**src/assert_macros.svh**
```systemverilog
// Assertion macros shared by the stripe sector mapper RTL.
// Plain text macros only; included by the files that carry assertions.
`ifndef ASSERT_MACROS_SVH
`define ASSERT_MACROS_SVH

// Clocked assertion, disabled while the active-low reset is low
`define SMAP_ASSERT(lbl, clk, rstn, prop, msg) \
  lbl: assert property (@(posedge clk) disable iff (!rstn) (prop)) else $error(msg);

// Clocked assertion that is checked through reset as well
`define SMAP_ASSERT_ALWAYS(lbl, clk, prop, msg) \
  lbl: assert property (@(posedge clk) (prop)) else $error(msg);

`endif

```
**src/smap_pkg.sv**
```systemverilog
// Shared types and constants of the stripe sector mapper.
// No dependencies; used by every module of the block except smap_ram.
package smap_pkg;

  // Field widths fixed by the interface
  localparam int CHUNK_BITS      = 32;
  localparam int COUNT_BITS      = 5;
  localparam int SHIFT_BITS      = 5;
  localparam int IDX_BITS        = 4;
  localparam int START_BITS      = 48;
  localparam int DEV_BITS        = 16;
  localparam int PHYS_BITS       = 48;
  localparam int IN_DATA_BITS    = 120;
  localparam int OUT_DATA_BITS   = 72;

  // Divider layout: quotient bits resolved per pipeline stage
  localparam int STEPS_PER_STAGE = 8;
  localparam int DIV_STAGES      = CHUNK_BITS / STEPS_PER_STAGE;

  // Configuration register indexes
  localparam int CFG_ADDR_BITS = 2;
  localparam int CFG_DATA_BITS = 48;
  localparam logic [CFG_ADDR_BITS-1:0] REG_BASE_SECTOR  = 2'd0;
  localparam logic [CFG_ADDR_BITS-1:0] REG_STRIPE_COUNT = 2'd1;
  localparam logic [CFG_ADDR_BITS-1:0] REG_CHUNK_LOG2   = 2'd2;

  // Partial division: word holds remaining dividend bits and quotient bits
  typedef struct packed {
    logic [CHUNK_BITS-1:0] word;
    logic [COUNT_BITS-1:0] rem;
  } div_t;

  // Table load payload carried down the pipeline with each transaction
  typedef struct packed {
    logic                  is_load;
    logic [IDX_BITS-1:0]   idx;
    logic [START_BITS-1:0] start;
    logic [DEV_BITS-1:0]   dev;
  } load_t;

endpackage

```
**src/stripe_sector_mapper_unit.sv**
```systemverilog
// Top level of the striped sector mapper: configuration registers and the
// pipeline. Depends on smap_pkg, smap_front, smap_div_stage, smap_back, assert_macros.svh.
//
//   channel  dir  handshake           payload
//   in_      in   in_tvalid/tready    tuser: mode; tdata: sector, entry_index,
//                                     entry_start, entry_device
//   out_     out  out_tvalid/tready   tdata: device, physical_sector, stripe_index
//   cfg_     in   cfg_we              cfg_addr register index, cfg_wdata value
//
// One transaction per cycle while the output is not stalled; a map result passes
// through offset, chunk split, four divider stages of 8 quotient bits, table read
// and final sum. Load transactions write the table and leave no result.
// A stall holds each full stage; empty stages keep filling behind it.
// Synchronous reset clears the valid bits and sets base sector 0, stripe count 1
// and chunk log2 7; the stripe table holds no reset value and must be loaded before use.
`include "assert_macros.svh"

module stripe_sector_mapper_unit #(
  parameter int MAX_STRIPES = 16,
  parameter int SECTOR_BITS = 48
) (
  input  logic                               clk,
  input  logic                               rst_n,
  input  logic                               cfg_we,
  input  logic [smap_pkg::CFG_ADDR_BITS-1:0] cfg_addr,
  input  logic [smap_pkg::CFG_DATA_BITS-1:0] cfg_wdata,
  input  logic                               in_tvalid,
  output logic                               in_tready,
  // [47:0] sector, [51:48] entry_index, [99:52] entry_start,
  // [115:100] entry_device, [119:116] zero
  input  logic [smap_pkg::IN_DATA_BITS-1:0]  in_tdata,
  // [0] mode
  input  logic                               in_tuser,
  output logic                               out_tvalid,
  input  logic                               out_tready,
  // [15:0] device, [63:16] physical_sector, [67:64] stripe_index, [71:68] zero
  output logic [smap_pkg::OUT_DATA_BITS-1:0] out_tdata
);

  localparam int CB     = smap_pkg::COUNT_BITS;
  localparam int NDIV   = smap_pkg::DIV_STAGES;
  localparam int SIDE_W = $bits(smap_pkg::load_t) + SECTOR_BITS;
  localparam int PAD_W  = smap_pkg::OUT_DATA_BITS - smap_pkg::DEV_BITS
                          - smap_pkg::PHYS_BITS - smap_pkg::IDX_BITS;

  logic [smap_pkg::START_BITS-1:0] base_sector_r;
  logic [CB-1:0]                   stripe_count_r;
  logic [smap_pkg::SHIFT_BITS-1:0] chunk_log2_r;
  logic [CB-1:0]                   eff_count;

  smap_pkg::load_t                 in_load;
  smap_pkg::load_t                 front_load;
  logic [SECTOR_BITS-1:0]          front_within;
  smap_pkg::load_t                 back_load;

  logic                            div_v   [NDIV+1];
  logic                            div_rdy [NDIV+1];
  smap_pkg::div_t                  div_d   [NDIV+1];
  logic [SIDE_W-1:0]               div_side[NDIV+1];

  logic [smap_pkg::DEV_BITS-1:0]   res_device;
  logic [smap_pkg::PHYS_BITS-1:0]  res_phys;
  logic [smap_pkg::IDX_BITS-1:0]   res_stripe;

  // Configuration writes; unknown indexes are dropped
  always_ff @(posedge clk) begin
    if (!rst_n) begin
      base_sector_r  <= '0;
      stripe_count_r <= CB'(1);
      chunk_log2_r   <= smap_pkg::SHIFT_BITS'(7);
    end else if (cfg_we) begin
      unique case (cfg_addr)
        smap_pkg::REG_BASE_SECTOR:  base_sector_r  <= cfg_wdata;
        smap_pkg::REG_STRIPE_COUNT: stripe_count_r <= cfg_wdata[CB-1:0];
        smap_pkg::REG_CHUNK_LOG2:   chunk_log2_r   <= cfg_wdata[smap_pkg::SHIFT_BITS-1:0];
        default: ;
      endcase
    end
  end

  // Divisor: zero counts as one, large counts saturate to the table depth
  always_comb begin
    if (stripe_count_r == '0) begin
      eff_count = CB'(1);
    end else if (int'(stripe_count_r) > MAX_STRIPES) begin
      eff_count = CB'(MAX_STRIPES);
    end else begin
      eff_count = stripe_count_r;
    end
  end

  // Unpack the input transaction
  always_comb begin
    in_load.is_load = in_tuser;
    in_load.idx     = in_tdata[51:48];
    in_load.start   = in_tdata[99:52];
    in_load.dev     = in_tdata[115:100];
  end

  smap_front #(
    .SECTOR_BITS (SECTOR_BITS)
  ) u_front (
    .clk         (clk),
    .rst_n       (rst_n),
    .base_sector (base_sector_r),
    .chunk_log2  (chunk_log2_r),
    .in_valid    (in_tvalid),
    .in_ready    (in_tready),
    .in_sector   (in_tdata[47:0]),
    .in_load     (in_load),
    .out_valid   (div_v[0]),
    .out_ready   (div_rdy[0]),
    .out_load    (front_load),
    .out_div     (div_d[0]),
    .out_within  (front_within)
  );

  assign div_side[0] = {front_load, front_within};

  // Divider chain
  for (genvar g = 0; g < NDIV; g++) begin : g_div
    smap_div_stage #(
      .SIDE_W (SIDE_W)
    ) u_div (
      .clk       (clk),
      .rst_n     (rst_n),
      .divisor   (eff_count),
      .in_valid  (div_v[g]),
      .in_ready  (div_rdy[g]),
      .in_div    (div_d[g]),
      .in_side   (div_side[g]),
      .out_valid (div_v[g+1]),
      .out_ready (div_rdy[g+1]),
      .out_div   (div_d[g+1]),
      .out_side  (div_side[g+1])
    );
  end

  assign back_load = div_side[NDIV][SIDE_W-1:SECTOR_BITS];

  smap_back #(
    .MAX_STRIPES (MAX_STRIPES),
    .SECTOR_BITS (SECTOR_BITS)
  ) u_back (
    .clk         (clk),
    .rst_n       (rst_n),
    .chunk_log2  (chunk_log2_r),
    .in_valid    (div_v[NDIV]),
    .in_ready    (div_rdy[NDIV]),
    .in_load     (back_load),
    .in_div      (div_d[NDIV]),
    .in_within   (div_side[NDIV][SECTOR_BITS-1:0]),
    .out_valid   (out_tvalid),
    .out_ready   (out_tready),
    .out_device  (res_device),
    .out_phys    (res_phys),
    .out_stripe  (res_stripe)
  );

  assign out_tdata = {{PAD_W{1'b0}}, res_stripe, res_phys, res_device};

  // Back-pressure can only start at the output register
  `SMAP_ASSERT(a_stall_origin, clk, rst_n, !in_tready |-> (out_tvalid && !out_tready), "input stalled without an output stall")
  // A transaction held at the divider exit is not dropped
  `SMAP_ASSERT(a_div_exit_hold, clk, rst_n, (div_v[NDIV] && !div_rdy[NDIV]) |=> div_v[NDIV], "divider exit lost a transaction")
  // The front stages hold their partial quotient while stalled
  `SMAP_ASSERT(a_front_hold, clk, rst_n, (div_v[0] && !div_rdy[0]) |=> (div_v[0] && $stable(div_d[0])), "front stage changed while stalled")

endmodule

```
**src/smap_ram.sv**
```systemverilog
// Generic single-write, single-read RAM with registered read data.
// No dependencies.
module smap_ram #(
  parameter int WIDTH = 64,
  parameter int DEPTH = 16,
  localparam int AW   = (DEPTH > 1) ? $clog2(DEPTH) : 1
) (
  input  logic             clk,
  input  logic             we,
  input  logic [AW-1:0]    waddr,
  input  logic [WIDTH-1:0] wdata,
  input  logic             re,
  input  logic [AW-1:0]    raddr,
  output logic [WIDTH-1:0] rdata
);

  logic [WIDTH-1:0] mem_r [DEPTH];
  logic [WIDTH-1:0] rdata_r;

  // Write port and registered read port
  always_ff @(posedge clk) begin
    if (we) begin
      mem_r[waddr] <= wdata;
    end
    if (re) begin
      rdata_r <= mem_r[raddr];
    end
  end

  assign rdata = rdata_r;

endmodule

```
**src/smap_front.sv**
```systemverilog
// Front stages: offset from the logical start, then chunk number and
// offset within the chunk. Depends on smap_pkg.
module smap_front #(
  parameter int SECTOR_BITS = 48
) (
  input  logic                                clk,
  input  logic                                rst_n,
  input  logic [smap_pkg::START_BITS-1:0]     base_sector,
  input  logic [smap_pkg::SHIFT_BITS-1:0]     chunk_log2,
  input  logic                                in_valid,
  output logic                                in_ready,
  input  logic [smap_pkg::START_BITS-1:0]     in_sector,
  input  smap_pkg::load_t                     in_load,
  output logic                                out_valid,
  input  logic                                out_ready,
  output smap_pkg::load_t                     out_load,
  output smap_pkg::div_t                      out_div,
  output logic [SECTOR_BITS-1:0]              out_within
);

  logic                   s1_v_r;
  smap_pkg::load_t        s1_load_r;
  logic [SECTOR_BITS-1:0] s1_off_r;
  logic [SECTOR_BITS-1:0] off_nxt;
  logic                   s1_rdy;

  logic                   s2_v_r;
  smap_pkg::load_t        s2_load_r;
  smap_pkg::div_t         s2_div_r;
  logic [SECTOR_BITS-1:0] s2_within_r;
  smap_pkg::div_t         div_nxt;
  logic [SECTOR_BITS-1:0] within_nxt;
  logic                   s2_rdy;

  // Advance a stage when it is empty or its successor takes its item
  assign s2_rdy   = !s2_v_r || out_ready;
  assign s1_rdy   = !s1_v_r || s2_rdy;
  assign in_ready = s1_rdy;

  // Offset wraps modulo the sector width
  assign off_nxt = SECTOR_BITS'(in_sector) - SECTOR_BITS'(base_sector);

  // Split offset into chunk number and position inside the chunk
  always_comb begin
    div_nxt.word = smap_pkg::CHUNK_BITS'(s1_off_r >> chunk_log2);
    div_nxt.rem  = '0;
    within_nxt   = s1_off_r & ~({SECTOR_BITS{1'b1}} << chunk_log2);
  end

  // Valid bits
  always_ff @(posedge clk) begin
    if (!rst_n) begin
      s1_v_r <= 1'b0;
      s2_v_r <= 1'b0;
    end else begin
      if (s1_rdy) begin
        s1_v_r <= in_valid;
      end
      if (s2_rdy) begin
        s2_v_r <= s1_v_r;
      end
    end
  end

  // Payload, held while a stage stalls
  always_ff @(posedge clk) begin
    if (s1_rdy) begin
      s1_load_r <= in_load;
      s1_off_r  <= off_nxt;
    end
    if (s2_rdy) begin
      s2_load_r   <= s1_load_r;
      s2_div_r    <= div_nxt;
      s2_within_r <= within_nxt;
    end
  end

  assign out_valid  = s2_v_r;
  assign out_load   = s2_load_r;
  assign out_div    = s2_div_r;
  assign out_within = s2_within_r;

endmodule

```
**src/smap_div_stage.sv**
```systemverilog
// One divider stage: resolves a group of quotient bits of the chunk number
// by restoring division against the stripe count. Depends on smap_pkg.
module smap_div_stage #(
  parameter int SIDE_W = 1
) (
  input  logic                            clk,
  input  logic                            rst_n,
  input  logic [smap_pkg::COUNT_BITS-1:0] divisor,
  input  logic                            in_valid,
  output logic                            in_ready,
  input  smap_pkg::div_t                  in_div,
  input  logic [SIDE_W-1:0]               in_side,
  output logic                            out_valid,
  input  logic                            out_ready,
  output smap_pkg::div_t                  out_div,
  output logic [SIDE_W-1:0]               out_side
);

  // Shift-subtract steps; the remainder stays below the divisor
  function automatic smap_pkg::div_t div_steps(input smap_pkg::div_t d,
                                               input logic [smap_pkg::COUNT_BITS-1:0] dv);
    smap_pkg::div_t                acc;
    logic [smap_pkg::COUNT_BITS:0] trial;
    acc = d;
    for (int i = 0; i < smap_pkg::STEPS_PER_STAGE; i++) begin
      trial    = {acc.rem, acc.word[smap_pkg::CHUNK_BITS-1]};
      acc.word = {acc.word[smap_pkg::CHUNK_BITS-2:0], 1'b0};
      if (trial >= {1'b0, dv}) begin
        trial       = trial - {1'b0, dv};
        acc.word[0] = 1'b1;
      end
      acc.rem = trial[smap_pkg::COUNT_BITS-1:0];
    end
    return acc;
  endfunction

  logic              v_r;
  smap_pkg::div_t    div_r;
  logic [SIDE_W-1:0] side_r;
  logic              rdy;

  assign rdy      = !v_r || out_ready;
  assign in_ready = rdy;

  // Valid bit
  always_ff @(posedge clk) begin
    if (!rst_n) begin
      v_r <= 1'b0;
    end else if (rdy) begin
      v_r <= in_valid;
    end
  end

  // Payload, held while stalled
  always_ff @(posedge clk) begin
    if (rdy) begin
      div_r  <= div_steps(in_div, divisor);
      side_r <= in_side;
    end
  end

  assign out_valid = v_r;
  assign out_div   = div_r;
  assign out_side  = side_r;

endmodule

```
**src/smap_back.sv**
```systemverilog
// Back stages: stripe table access (load writes, map reads) and the
// physical sector sum into the output register. Depends on smap_pkg, smap_ram.
module smap_back #(
  parameter int MAX_STRIPES = 16,
  parameter int SECTOR_BITS = 48
) (
  input  logic                            clk,
  input  logic                            rst_n,
  input  logic [smap_pkg::SHIFT_BITS-1:0] chunk_log2,
  input  logic                            in_valid,
  output logic                            in_ready,
  input  smap_pkg::load_t                 in_load,
  input  smap_pkg::div_t                  in_div,
  input  logic [SECTOR_BITS-1:0]          in_within,
  output logic                            out_valid,
  input  logic                            out_ready,
  output logic [smap_pkg::DEV_BITS-1:0]   out_device,
  output logic [smap_pkg::PHYS_BITS-1:0]  out_phys,
  output logic [smap_pkg::IDX_BITS-1:0]   out_stripe
);

  localparam int AW    = (MAX_STRIPES > 1) ? $clog2(MAX_STRIPES) : 1;
  localparam int ENT_W = smap_pkg::START_BITS + smap_pkg::DEV_BITS;

  logic                            take;
  logic                            map_take;
  logic                            tbl_we;
  logic [ENT_W-1:0]                tbl_rdata;
  logic [SECTOR_BITS-1:0]          rowsh_nxt;
  logic [SECTOR_BITS-1:0]          phys_nxt;

  logic                            s7_v_r;
  logic [SECTOR_BITS-1:0]          s7_rowsh_r;
  logic [smap_pkg::COUNT_BITS-1:0] s7_stripe_r;
  logic                            s7_rdy;

  logic                            out_v_r;
  logic [smap_pkg::DEV_BITS-1:0]   out_dev_r;
  logic [smap_pkg::PHYS_BITS-1:0]  out_phys_r;
  logic [smap_pkg::IDX_BITS-1:0]   out_stripe_r;
  logic                            s8_rdy;

  assign s8_rdy   = !out_v_r || out_ready;
  assign s7_rdy   = !s7_v_r || s8_rdy;
  assign in_ready = s7_rdy;

  // Loads write the table as they pass; maps read it in the same position
  assign take     = in_valid && s7_rdy;
  assign map_take = take && !in_load.is_load;
  assign tbl_we   = take && in_load.is_load && (int'(in_load.idx) < MAX_STRIPES);

  smap_ram #(
    .WIDTH (ENT_W),
    .DEPTH (MAX_STRIPES)
  ) u_table (
    .clk   (clk),
    .we    (tbl_we),
    .waddr (AW'(in_load.idx)),
    .wdata ({in_load.start, in_load.dev}),
    .re    (map_take),
    .raddr (AW'(in_div.rem)),
    .rdata (tbl_rdata)
  );

  // Quotient shifted into place; the chunk offset fills the low bits
  assign rowsh_nxt = (SECTOR_BITS'(in_div.word) << chunk_log2) | in_within;

  // Stripe start plus position on the device
  assign phys_nxt = SECTOR_BITS'(tbl_rdata[ENT_W-1:smap_pkg::DEV_BITS]) + s7_rowsh_r;

  // Valid bits; load transactions end here
  always_ff @(posedge clk) begin
    if (!rst_n) begin
      s7_v_r  <= 1'b0;
      out_v_r <= 1'b0;
    end else begin
      if (s7_rdy) begin
        s7_v_r <= in_valid && !in_load.is_load;
      end
      if (s8_rdy) begin
        out_v_r <= s7_v_r;
      end
    end
  end

  // Payload
  always_ff @(posedge clk) begin
    if (map_take) begin
      s7_rowsh_r  <= rowsh_nxt;
      s7_stripe_r <= in_div.rem;
    end
    if (s8_rdy && s7_v_r) begin
      out_dev_r    <= tbl_rdata[smap_pkg::DEV_BITS-1:0];
      out_phys_r   <= smap_pkg::PHYS_BITS'(phys_nxt);
      out_stripe_r <= smap_pkg::IDX_BITS'(s7_stripe_r);
    end
  end

  assign out_valid  = out_v_r;
  assign out_device = out_dev_r;
  assign out_phys   = out_phys_r;
  assign out_stripe = out_stripe_r;

endmodule
```
**config.mk**
```make
export PLATFORM = sky130hd
export DESIGN_NAME = stripe_sector_mapper_unit
export DESIGN_NICKNAME = d
export VERILOG_FILES = /design/src/smap_pkg.sv /design/src/stripe_sector_mapper_unit.sv /design/src/smap_ram.sv /design/src/smap_front.sv /design/src/smap_div_stage.sv /design/src/smap_back.sv
export VERILOG_INCLUDE_DIRS = /design/src /design/src/src
export SDC_FILE = /design/constraint.sdc
export NUM_CORES = 2
export LEC_CHECK = 0
export BUFFER_PORTS_ARGS = -buffer_cell sky130_fd_sc_hd__buf_4
export CORE_ASPECT_RATIO = 1.25
export CORE_UTILIZATION = 55
export CTS_BUF_LIST = sky130_fd_sc_hd__clkbuf_4
export CTS_CLUSTER_DIAMETER = 60
export DETAILED_ROUTE_END_ITERATION = 8
export PLACE_DENSITY = 0.84
export RECOVER_POWER = 100
export SLEW_MARGIN = 20
export SYNTH_ARGS = -nofsm -noshare
export SYNTH_HDL_FRONTEND = slang
export SYNTH_SLANG_ARGS = --single-unit
```
**constraint.sdc**
```tcl
create_clock -name clk -period 23.7 [get_ports clk]
set_input_delay 5.925 -clock clk [delete_from_list [all_inputs] [get_ports clk]]
set_output_delay 5.925 -clock clk [all_outputs]
set_load 0.05 [all_outputs]
```
Yosys cells after proc, flatten, opt, wreduce, memory -nomap -nowiden

Memories as Yosys holds them, arrays and structs flattened. A register that Yosys moved wholly into a read port is not among the register bits.
Cells that the tools add are included.

Register bits after elaboration: 1067
Bits in read-only memories: 0
RAM bits: 1024
Input port bits: 176
Word-level logic and storage cells: 238
Bits in latches: 0
Memories: 1

Memory list:

| name                 | words | bits a word | rd ports | clocked after Yosys merged registers in | wr ports | line           | text |
|---|---|---|---|---|---|---|---|
| u_back.u_table.mem_r | 16    | 64          | 1        | 1                                       | 1        | smap_ram.sv:17 | `logic [WIDTH-1:0] mem_r [DEPTH];` |

Reduce and logical (&&, ||, !) cells: 27
Bitwise operators: 3
$add $sub $neg: 34
Mux-type cells: 96
Shift-type cells: 3
Magnitude comparators: 33
Equal/unequal tests: 2
Multipliers: 0
Divide/modulo/power cells: 0

Operators by type and width:

| kind                                                 | count |
|---|---|
| two-way mux 5 bit                                    | 61 |
| greater-or-equal comparator 6 x 5 -> 1 bit           | 31 |
| subtractor 5 bit                                     | 30 |
| adder 48 bit                                         | 1 |
| bitwise AND 48 bit                                   | 1 |
| NOT 48 bit                                           | 1 |
| OR 48 bit                                            | 1 |
| << shifter 32 x 5 -> 48 bit                          | 1 |
| << shifter 48 x 5 -> 48 bit, first input constant    | 1 |
| >> shifter 48 x 5 -> 32 bit                          | 1 |
| subtractor 48 bit                                    | 1 |
| two-way mux 1 bit                                    | 34 |
| logical NOT 1 bit                                    | 9 |
| logical OR 1 bit                                     | 8 |
| AND reduction 2 bit                                  | 3 |
| greater-or-equal comparator 1 x 5 -> 1 bit           | 1 |
| greater-than comparator 5 bit, second input constant | 1 |
| logical AND 1 bit                                    | 5 |
| logical NOT 5 bit                                    | 1 |
| subtractor 1 x 5 -> 5 bit                            | 1 |
| two-way mux 4 bit                                    | 1 |
| subtractor 4 bit                                     | 1 |
| equality test 2 x 1 -> 1 bit, second input constant  | 1 |
| equality test 2 bit, second input constant           | 1 |
| logical NOT 2 bit                                    | 1 |

Longest topological paths before layout

Depth after elaboration: 28
Depth in mapped cells: 77
Gate-level depth less buffers: 74

Cells and area by module

Synthesis repeated with hierarchy kept, for this count alone.

Cell total of the unflattened synthesis: 5661
Area total of the unflattened synthesis: 92419.9 µm²

By module, submodules not included:

| module                    | area an instance (µm²) | cells each | instances | sequential area each (µm²) |
|---|---|---|---|---|
| smap_ram                  | 40222.3                | 1647       | 1         | 32671.3 |
| smap_div_stage            | 7023.0                 | 453        | 4         | 4644.5 |
| smap_front                | 13435.4                | 1138       | 1         | 7517.2 |
| smap_back                 | 8309.2                 | 806        | 1         | 3643.5 |
| stripe_sector_mapper_unit | 2361.0                 | 258        | 1         | 1161.1 |

Least setup slack after synthesis

No wires, ideal clock.

Path type: input to output
Start: input out_tready
End: output in_tready
Arrival: 9.522 ns
Setup slack: 8.253 ns
Cell stages on the path: 6
Path buffers: 0
Data required time: 17.775 ns
Cell sequence: nor2b_1 and3_1 and2_1 and3_1 and2_1 nand2_1

Word-level cells in the longest chain between the ends: 8

Ends and longest elaborated chain:

| item                          | line                            | text |
|---|---|---|
| start: declaration            | stripe_sector_mapper_unit.sv:35 | `input logic out_tready,` |
| logical OR 1 bit              | smap_back.sv:43                 | `assign s8_rdy = !out_v_r \|\| out_ready;` |
| logical OR 1 bit              | smap_back.sv:44                 | `assign s7_rdy = !s7_v_r \|\| s8_rdy;` |
| logical OR 1 bit (4 in a row) | smap_div_stage.sv:42            | `assign rdy = !v_r \|\| out_ready;` |
| logical OR 1 bit              | smap_front.sv:36                | `assign s2_rdy = !s2_v_r \|\| out_ready;` |
| logical OR 1 bit              | smap_front.sv:37                | `assign s1_rdy = !s1_v_r \|\| s2_rdy;` |
| end: declaration              | stripe_sector_mapper_unit.sv:28 | `output logic in_tready,` |

Every way passes these cells.

Final worst setup path

Start: register stripe_count_r[1]
End: register g_div[1].u_div.div_r, in the netlist g_div[1].u_div.out_div[1] (data pin)

Word-level cells in the longest chain between the ends: 26
Elaborated cells on any way between the ends: 35

Ends and longest elaborated chain:

| item                                                                                  | line                                       | text |
|---|---|---|
| start: declaration                                                                    | stripe_sector_mapper_unit.sv:47            | `logic [CB-1:0] stripe_count_r;` |
| start signal: assignment                                                              | stripe_sector_mapper_unit.sv:74            | `smap_pkg::REG_STRIPE_COUNT: stripe_count_r <= cfg_wdata[CB-1:0];` |
| greater-than comparator 5 bit                                                         | stripe_sector_mapper_unit.sv:85            | `end else if (int'(stripe_count_r) > MAX_STRIPES) begin` |
| two-way mux 5 bit                                                                     | stripe_sector_mapper_unit.sv:85            |  |
| two-way mux 5 bit (*)                                                                 | stripe_sector_mapper_unit.sv:83            | `if (stripe_count_r == '0) begin` |
| subtractor 5 bit / greater-or-equal comparator 6 x 5 -> 1 bit (equally long branches) | smap_div_stage.sv:29, smap_div_stage.sv:28 |  |
| two-way mux 5 bit                                                                     | smap_div_stage.sv:28                       | `if (trial >= {1'b0, dv}) begin` |
| two-way mux 5 bit                                                                     | smap_div_stage.sv:56                       | `if (rdy) begin` |
| subtractor 5 bit / greater-or-equal comparator 6 x 5 -> 1 bit (equally long branches) | smap_div_stage.sv:29, smap_div_stage.sv:28 |  |
| two-way mux 5 bit                                                                     | smap_div_stage.sv:28                       |  |
| [... 10 more ...]                                                                     | n/a                                        |  |
| greater-or-equal comparator 6 x 5 -> 1 bit / subtractor 5 bit (equally long branches) | smap_div_stage.sv:28, smap_div_stage.sv:29 |  |
| two-way mux 5 bit                                                                     | smap_div_stage.sv:28                       |  |
| two-way mux 5 bit                                                                     | smap_div_stage.sv:56                       |  |
| greater-or-equal comparator 6 x 5 -> 1 bit / subtractor 5 bit (equally long branches) | smap_div_stage.sv:28, smap_div_stage.sv:29 |  |
| two-way mux 5 bit                                                                     | smap_div_stage.sv:28                       |  |
| two-way mux 5 bit                                                                     | smap_div_stage.sv:56                       |  |
| subtractor 5 bit / greater-or-equal comparator 6 x 5 -> 1 bit (equally long branches) | smap_div_stage.sv:29, smap_div_stage.sv:28 |  |
| two-way mux 5 bit (*)                                                                 | smap_div_stage.sv:28                       |  |
| end signal: assignment                                                                | smap_div_stage.sv:57                       | `div_r <= div_steps(in_div, divisor);` |
| end: declaration                                                                      | smap_div_stage.sv:38                       | `smap_pkg::div_t div_r;` |

Mark *: on every way between the ends. The rest lies on a longest branch, timed or not. The select of a mux whose other input is x is not followed.
A chain may end at the register's enable or synchronous reset.

==> results.md <==
- Status: complete, but fails checks
- Failing checks: capacitance limit, slew limit
- Final setup TNS: 0 ns
- Tcrit/Tclk final: 83.0%
- Initial antenna violation count: 17
- YS warnings: 0
- CP endpoint kind: flop
- Initial DRC Count: 4877
- Worst path bufs/invs: 7
- Area grow syn2layout: 11.2%
- Register area share after synthesis: a little over two thirds
- Slew Limit Headroom: -503%
- Largest family of logic cells by synthesized area: multiplexers
- Core ar.: 158000 µm²
- XOR/XNOR Fraction of Synth Area: between 1.5 and 2%
- CP top delay family: compound AO/OA/AOI/OAI gates
- First-pass GRT wire length: approximately 310 mm
- Share of layout cells above drive strength 1: 22.6%
- GRT Util Overall: about a quarter
- Synth Flop Type: edfxtp_1
- Die W: 359 µm
- Grt ovf: 0
- Site Rows: roughly 160
- Metal2 WL: approximately 110 mm
- Multi-input gate area: between 20000 and 25000 µm²
- Clock Tree Buf Depth: 4
- Post-synthesis mux area share: roughly 11%
- HP Class: reg2reg
- Tmin final: a little under 20 ns
- Drt wl/cell: about 26 µm
- Crit start category: flop
- Worst-path clk slew: 0.07 ns
- Buffers on Ports: 241
- Routed met1 length: between 70 and 80 mm
- Post-synthesis compound-gate area fraction: around 6.2%
- Endpoints failing setup: 0
- Hold-fix buffers at CTS: 0
- Synth Instances: around 5100
- Post-synth EDFFs: 2004
- Register area: slightly above 60000 µm²
- Commonest cells in the synthesized netlist: edfxtp_1 (2004), mux4_2 (372), nand2_1 (362)
- WP data required: 24.74 ns
- Cell area after synthesis: a little under 90000 µm²
- Num CTS Buffers: around 480
- Avg Inst Size Synth: ~17 µm²
- Max frequency: between 0.05 and 0.06 GHz
- Antenna Nets Post-Route: 0
- Worst skew pair latency: around 1.5 ns
- Area contributors post-synth: edfxtp_1 (69%), mux4_2 (9.6%), ha_1 (3.6%), nand2_1 (1.6%), dfxtp_1 (1.5%)
- Post-Synth Simple-Gate Area: 4.48%
- Clock root cell: clkbuf_4
- Top Ports: between 200 and 300
- Worst Setup Path Type: reg2reg
- Die area: approximately 160000 µm²
- Postcts setup bufs: 0
- Skew final: ~0.18 ns
- Worst-Margin Slew: 9.04 ns
- Vias per inst: between 6 and 7
- Dpl hpwl: ~130 mm
- RSZ-0062 raised after global routing: false
- Drt pass-1 iters: 6
- CP arrival: 20.70 ns
- Initial core utilization: about 55%
- # Max-Cap Violations: 60
- FFs w/ async S/R, synth: 0%
- Final Hold Vio Count: 0
- Metal3 WL: 19.9 mm
- # clock sinks: between 2000 and 2500
- Seq cells post-synth: approximately 2100
- Most common cell in the netlist: edfxtp_1
- CP max stage delay: 1.74 ns
- Via count: around 50000
- Pins Over Slew Limit: roughly 2600
- CTS HTree Levels: 5
- Vias in the first global route: roughly 51000
- Post-CTS Resized: 0
- GP Congestion: about 0.92
- CTS tree: done
- Crit-path max FO: 32
- Post-synth top area cell: edfxtp_1
- Final WL: approximately 210 mm
- Nets: around 6200
- Post-Synth Adder-Cell Area: under 10%
- Die H: roughly 450 µm
- Highest metal used: met5
- Distinct cells, synth: 95
- Final routed DRC violation total: 0
- Slowest library cell on the worst path: clkbuf_1
- Pin count of the biggest net entering global routing: 146
- Area fraction of the dominant cell type after synthesis: between 60% and 70%
- Filler cell count: between 10000 and 15000
-- cell type report --
class	instances	share of cell area [%]
Clock inverter	159	0.855
Inverter	217	0.842
Tap cell	2062	2.65
Clock buffer	695	5.36
Antenna cell	16	0.0411
Timing Repair Buffer	315	1.93
Multi-Input combinational cell	2631	25.2
Sequential cell	2070	63.2
-- cells by family (layout without fill, tap and decap cells) --
logic type,after synthesis,after routing
buffers and inverters,398,1386
adder cells (fa/ha/maj),284,284
other,1,20
flip-flops,2070,2070
XOR/XNOR,162,162
AO/OA/AOI/OAI,816,816
AND/OR/NAND/NOR,847,847
multiplexers,518,518
-- worst paths after layout --
check                                                  from                          end  slack [ns]  cells after the start
worst max-delay path                      stripe_count_r[1]    g_div[1].u_div.out_div[1]        4.03                     71
worst min register to register  g_div[0].u_div.out_side[99]  g_div[1].u_div.out_side[99]        0.27                      0
worst max register to register            stripe_count_r[1]    g_div[1].u_div.out_div[1]        4.03                     71
worst min-delay path            g_div[0].u_div.out_side[99]  g_div[1].u_div.out_side[99]        0.27                      0
-- placed cells by master, fill, tap and decap left out, types with 19 or more instances in the layout --
cell and count:
buf_4 115, a21o_1 121, mux4_2 372, a211oi_1 30, mux2i_1 106, nand3_1 45, clkinv_1 119, xor2_1 67
nor3_1 29, ha_1 251, nand4_1 19, clkinv_2 35, dfxtp_1 63, clkbuf_1 134, nand2_1 362, a211o_1 21
nand2b_1 38, xnor2_1 95, and3_1 42, edfxtp_1 2004, nor2b_1 53, fa_1 33, inv_1 204, a21boi_0 70
clkbuf_4 759, o21a_1 43, mux2_2 29, a21oi_1 208, nor2_1 178, a31oi_1 24, o21ai_0 166
-- layer usage --
layer	track usage, %	up-vias
li1	-	21613
met5	0	-
met2	44.6	3058
met1	31.2	24582
met3	5.97	650
met4	14.1	10
-- state kept, by name, indices dropped and copies added, names as in the netlist, 31 cells and up --
signal and flops:
u_front.s1_load_r 69, g_div.u_div.out_div 147, u_front.out_within 31, base_sector_r 48, g_div.u_div.out_side 400, u_front.s1_off_r 48
u_back.s7_rowsh_r 48, u_front.out_load 69, u_back.out_phys 48, u_front.out_div 32, u_back.u_table.mem_r 1024, u_back.u_table.rdata 64
-- through the flow --
stage	utilization [%]	hold WS (ns)	instance area [µm²]	setup slack, ns	instances
floorplan	-	0.400	87500	8.25	5099
global placement	58.3	0.401	92000	7.01	7293
detailed placement	58.3	0.405	92000	6.83	7293
CTS	62.1	0.264	98000	6.53	8147
global route	61.7	0.264	97400	2.54	8163
finish	61.7	0.269	97400	4.03	8165
Power is left out: the tool's default activity adds up to more than one toggle a clock period on the data nets, which glitch-free logic cannot reach.
